<file path="src/psct_pkg.sv">
// ----------------------------------------------------------------------------
// psct_pkg
// Shared constants, codes and controller/datapath interface types for the
// prime sieve count table block.
// ----------------------------------------------------------------------------
package psct_pkg;

	// default table depth and fixed field widths
	localparam int unsigned TABLE_SIZE_DEF = 65536;
	localparam int unsigned VALUE_W        = 16;
	localparam int unsigned COUNT_W        = 13;
	localparam int unsigned IN_TDATA_W     = 32;
	localparam int unsigned OUT_TDATA_W    = 16;

	// request operation codes (s_axis_tuser)
	localparam logic OP_BUILD = 1'b0;
	localparam logic OP_QUERY = 1'b1;

	// result kind codes (m_axis_tuser)
	localparam logic KIND_BUILD = 1'b0;
	localparam logic KIND_QUERY = 1'b1;

	// controller to datapath commands
	typedef struct packed {
		logic init_start;   // clear index before flag fill
		logic init_step;    // write one prime flag, advance index
		logic sieve_start;  // base prime 2, square 4
		logic sieve_rd;     // read flag of current base
		logic mark_start;   // index to square of base
		logic mark_step;    // clear one multiple, advance by base
		logic sieve_next;   // next base and its square
		logic cnt_start;    // clear index and running count
		logic cnt_step;     // read one flag for the count pass
		logic query_rd;     // read count table at request value
		logic out_load;     // load the output register
		logic out_kind;     // kind of the loaded result
	} psct_cmd_t;

	// datapath to controller status
	typedef struct packed {
		logic idx_last;     // index at last table entry
		logic idx_ge_n;     // marking index past the table
		logic sieve_done;   // square of base reached table size
		logic flag;         // flag read data
		logic out_free;     // output register can take a result
	} psct_sts_t;

endpackage

</file>
<file path="src/psct_ctrl.sv">
// ----------------------------------------------------------------------------
// psct_ctrl
// Controller: sequences the build (flag fill, sieve, count pass) and the
// query read, and hands results to the output register.
// ----------------------------------------------------------------------------
module psct_ctrl (
	input  logic                clk,
	input  logic                arst_n,
	input  logic                req_valid,
	input  logic                req_op,
	output logic                req_ready,
	output psct_pkg::psct_cmd_t cmd,
	input  psct_pkg::psct_sts_t sts
);
	import psct_pkg::*;

	typedef enum logic [2:0] {
		ST_IDLE,
		ST_INIT,
		ST_SV_TEST,
		ST_SV_WAIT,
		ST_MARK,
		ST_CNT,
		ST_CNT_DRAIN,
		ST_RESP
	} state_t;

	state_t state_q;
	state_t state_nxt;
	logic   kind_q;
	logic   kind_nxt;

	// next state and commands
	always_comb begin
		state_nxt = state_q;
		kind_nxt  = kind_q;
		cmd       = '0;
		unique case (state_q)
			ST_IDLE: begin
				if (req_valid) begin
					if (req_op == OP_BUILD) begin
						cmd.init_start = 1'b1;
						kind_nxt       = KIND_BUILD;
						state_nxt      = ST_INIT;
					end else begin
						cmd.query_rd = 1'b1;
						kind_nxt     = KIND_QUERY;
						state_nxt    = ST_RESP;
					end
				end
			end
			ST_INIT: begin
				cmd.init_step = 1'b1;
				if (sts.idx_last) begin
					cmd.sieve_start = 1'b1;
					state_nxt       = ST_SV_TEST;
				end
			end
			ST_SV_TEST: begin
				if (sts.sieve_done) begin
					cmd.cnt_start = 1'b1;
					state_nxt     = ST_CNT;
				end else begin
					cmd.sieve_rd = 1'b1;
					state_nxt    = ST_SV_WAIT;
				end
			end
			ST_SV_WAIT: begin
				if (sts.flag) begin
					cmd.mark_start = 1'b1;
					state_nxt      = ST_MARK;
				end else begin
					cmd.sieve_next = 1'b1;
					state_nxt      = ST_SV_TEST;
				end
			end
			ST_MARK: begin
				if (sts.idx_ge_n) begin
					cmd.sieve_next = 1'b1;
					state_nxt      = ST_SV_TEST;
				end else begin
					cmd.mark_step = 1'b1;
				end
			end
			ST_CNT: begin
				cmd.cnt_step = 1'b1;
				if (sts.idx_last) begin
					state_nxt = ST_CNT_DRAIN;
				end
			end
			ST_CNT_DRAIN: begin
				state_nxt = ST_RESP;
			end
			ST_RESP: begin
				if (sts.out_free) begin
					cmd.out_load = 1'b1;
					cmd.out_kind = kind_q;
					state_nxt    = ST_IDLE;
				end
			end
			default: begin
				state_nxt = ST_IDLE;
			end
		endcase
	end

	// state register
	always_ff @(posedge clk or negedge arst_n) begin
		if (!arst_n) begin
			state_q <= ST_IDLE;
			kind_q  <= KIND_BUILD;
		end else begin
			state_q <= state_nxt;
			kind_q  <= kind_nxt;
		end
	end

	assign req_ready = (state_q == ST_IDLE);

endmodule

</file>
<file path="config.mk">
export PLATFORM = sky130hd
export DESIGN_NAME = psct_ctrl
export DESIGN_NICKNAME = d
export VERILOG_FILES = /design/src/psct_pkg.sv /design/src/psct_ctrl.sv
export SDC_FILE = /design/constraint.sdc
export NUM_CORES = 1
export LEC_CHECK = 0
export BUFFER_PORTS_ARGS = -buffer_cell sky130_fd_sc_hd__buf_2
export CAP_MARGIN = 20
export CORE_AREA = 4 4 41 43
export CTS_BUF_LIST = sky130_fd_sc_hd__clkbuf_16
export DETAILED_ROUTE_END_ITERATION = 8
export DIE_AREA = 0 0 45 47
export PLACE_DENSITY = 0.61
export SLEW_MARGIN = 10
export SYNTH_ARGS = -nofsm -noshare
export SYNTH_HDL_FRONTEND = slang
export SYNTH_SLANG_ARGS = --single-unit
</file>
<file path="constraint.sdc">
create_clock -name clk -period 1.6 [get_ports clk]
set_input_delay 0.16 -clock clk [delete_from_list [all_inputs] [get_ports clk]]
set_output_delay 0.16 -clock clk [all_outputs]
set_load 0.02 [all_outputs]
</file>
; ---- Word level (Yosys, flattened, before mapping)
; Index checks and enable logic that the tools add are counted.
[word_totals]
regBits = 4
inputBits = 9
output_inout_bits = 13
elab_cells = 48
[op_classes]
n_eq_ne = 12
muxes = 31
n_reduce_logical = 3
[op_table]
columns = operator, count
row1 = 2-to-1 mux 3 bit, 8
row2 = case mux 3 bit (8 select lines), 1
row3 = 2-to-1 mux 1 bit, 18
row4 = "equality test 3 bit, second input constant", 4
row5 = "!= test 2 bit, second input constant", 5
row6 = "equality test 3 x 2 -> 1 bit, second input constant", 2
row7 = 2-to-1 mux 2 bit, 3
row8 = AND reduction 5 bit, 1
row9 = "equality test 3 x 1 -> 1 bit, second input constant", 1
row10 = zero test 3 bit, 1
row11 = case mux 1 bit (2 select lines), 1
row12 = AND reduction 2 bit, 1

; ---- Longest topological paths before layout
[logic_depth]
ltp_word = 3
depth_mapped = 4
depth_no_buf = 3

; ---- Worst setup path after synthesis
; OpenSTA, ideal clock, no wires.
[synth_timing]
kind = register to register
start = register state_q[0]
end = register state_q[2]
t_arrival_ns = 1.555
path_slack_ns = -0.083
stages_incl_launch_ff = 4
n_path_buf = 0
cell_sequence = dfrtp_1 -> nor4b_1 -> o21bai_1 -> o32ai_1
[synth_via]
elab_chain_cells = 3
[synth_rtl]
columns = item, line
row1 = start: declaration, psct_ctrl.sv:28  ; state_t state_q;
row2 = start signal: assignment, psct_ctrl.sv:113  ; state_q <= state_nxt;
row3 = equality test 3 x 1 -> 1 bit (tied with other cells), psct_ctrl.sv:38  ; unique case (state_q)
row4 = != test 2 bit (no line), n/a
row5 = AND reduction 5 bit (no line), n/a
; Parallel ways exist; a longest one is shown, timed or not.
; A chain may end at the register's enable or synchronous reset.

==> impl_metrics.tcl <==
set metrics [dict create \
    core_area_sq_mm 0.00130 \
    total_leakage_power_nw 0.305 \
    whs_ns 0.272 \
    crit_path_max_incr_delay_ns 0.48 \
    ys_types 29 \
    viasPerCell 5.05 \
    place_inst 81 \
    crit_chain "nor3_2, and3_1, buf_2" \
    antenna_found_initial 0 \
    path_class "flop to output pin" \
    cp.arrival_ns 1.34 \
    first_global_vias 381 \
    post-route-cell-area_sq_um 593 \
    die_y_um 47 \
    portBuffers 21 \
    vias 429 \
    cp-start-kind "flop" \
    setup_violations 0 \
    slew_headroom 0.793 \
    overflow 0 \
    finalSetupTns_ns 0 \
    synth-warning-count 0 \
    cts-root-buf "clkbuf_16" \
    final_cells 85 \
    cp_max_fo 13 \
    finalNetCount 81 \
    ant_nets 0 \
    rows 13 \
    firstDrtPassIters 4 \
    syn_inst 48 \
    die_x_um 45 \
    critical-path-top-delay-family "flip-flops" \
    vdd_drop_max_uv 1000 \
    wl_per_cell_um 13.1 \
    cp_num_buf_inv 1 \
    clkTransAtPathRegs_ns 0.03 \
    yosysSeqAreaShare 0.249 \
    clkSinkCount 4 \
    worstPathRequired_ns 1.44 \
    worst_pin_slew_ns 0.308 \
    status "finished clean" \
    clock_latency_ns 0.23 \
    cts_tree "built" \
    grt_pass1_wl_um 1680 \
    antenna-diode-count 0 \
    drive_gt1_frac 0.514 \
    htreeDepth 1 \
    dp_hpwl_um 828 \
    hold-path-cell-count 3 \
    worst_clock_skew_ns 0.00132 \
    fin_crit_ns 1.50 \
    cts_buffers 3 \
    hold_viol_final 0 \
    rsz0062_at_grt "true" \
    max_cap_violations 0 \
    drv_slew 0 \
    synth_area_per_cell_sq_um 8.37 \
    path_depth 3 \
    routed_wirelength_um 1120 \
    max_freq_mhz 665 \
    fin_crit_sh 0.940 \
    dpl_cell_area_sq_um 504 \
    syn2layout_area_growth_pct 47.7 \
    cts_buffer_depth 2 \
    grtUsageTotal 0.119 \
    drc_errors 0 \
    crit_path_top_delay_cell "dfrtp_2" \
    die_area_sq_mm 0.00212 \
    synthesis.nets 57 \
    hold_path_class "input port to flop" \
    cts_setup_buffers 0 \
    end_kind "output pin" \
    yosys_register_bits 4 \
    initial_core_util 0.309 \
    grt_max_degree 16 \
    synth_area_sq_um 402 \
    place.gp.congestion 0.735 \
    p_per_area_mw_per_mm2 2140 \
    rr_worst_depth 3 \
    first_iter_violations 7 \
    io_pins 22 \
]
==> layout make-up <==
type	count	area, sq um
Timing Repair Buffer	22	115
Clock buffer	3	75.1
Sequential cell	4	104
Fill cell	146	708
Tap cell	15	18.8
Inverter	2	7.51
Multi-Input combinational cell	39	273
==> kinds of logic (layout without fill, tap and decap cells) <==
logic type      after synthesis  count (layout)  synth area share
flops                         4               4             0.249
mux                           1               1            0.0280
compound gates               11              11             0.234
buf+inv                       5              27            0.0872
simple gates                 27              27             0.402
==> worst paths after layout <==
kind / slack (ns) / endpoint / from
max: 0.1 / cmd[2] / state_q[1]
min: 0.27 / kind_q / req_valid
max reg2reg: 0.23 / state_q[1] / state_q[2]
min reg2reg: 0.47 / kind_q / kind_q
max in group asynchronous: 1.17 / state_q[1] / arst_n
min in group asynchronous: 0.29 / state_q[2] / arst_n
==> per-layer routing <==
layer / wire length [um] / GRT usage / vias up
met5: 0 / 0 / -
met4: 20 / 0.0877 / 0
met3: 84 / 0.0575 / 4
met2: 530 / 0.167 / 13
met1: 481 / 0.139 / 194
li1: - / - / 218
==> cells in the final DEF (no fill, tap or decap), types with 2 or more instances in the layout <==
master     synthesis  routed
nand2b_1           2       2
buf_2              1      21
clkbuf_16          0       3
dfrtp_2            0       3
o32ai_1            2       2
nor2_1             6       6
nor3b_1            3       3
and3_1             3       3
and2_1             2       2
nand2_1            4       4
==> power by group <==
part           total, W  switching, W  internal (W)
sequential     0.000324      0.000162      0.000163
clock          0.000395     0.0000749      0.000320
combinational  0.000551      0.000285      0.000265
==> synthesized netlist by cell type (all sizes together) <==
cell type / count / area (sq um)
a21oi: 1 / 5.00
mux2: 1 / 11.3
nand2: 4 / 15.0
nor3: 1 / 10.0
inv: 2 / 7.50
o22a: 1 / 8.76
a31o: 1 / 8.76
and2: 2 / 12.5
nor4: 1 / 6.26
buf: 3 / 27.5
a211o: 1 / 8.76
a21o: 2 / 16.3
nand2b: 2 / 12.5
nor3b: 4 / 35.0
nor4b: 1 / 8.76
dfrtp: 4 / 100
nor2: 7 / 28.8
and3: 4 / 26.3
nor2b: 1 / 6.26
o21ai: 1 / 5.00
o32ai: 2 / 17.5
o21bai: 1 / 7.51
o41ai: 1 / 16.3
==> stage by stage <==
| stage | utilization | total power, W | setup slack [ns] |
|---|---|---|---|
| after floorplan | - | 0.000770 | 0.0889 |
| after global placement | 0.388 | 0.000859 | 0.151 |
| after detailed placement | 0.388 | 0.000866 | 0.168 |
| after CTS | 0.456 | 0.00128 | 0.0837 |
| after global routing | 0.456 | 0.00135 | -0.0104 |
| final | 0.456 | 0.00127 | 0.0954 |
==> state kept, by name (all words and copies together), names as in the netlist <==
register  count
kind_q        1
state_q       3
==> worst reg2reg max path: stages (launching register included) <==
cell and delay (ns):
dfrtp_2 0.50, nand2b_1 0.20, a31o_1 0.24, o41ai_2 0.32
==> repair_timing <==
item                                    in CTS  in global routing
endpoints found under the hold margin        4                  0
endpoints found under the setup margin       2                  2
pin swaps                                    0                  0
hold buffers                                 1                  0
resized for setup                            3                  0
Power figures use the tool's default switching activity.
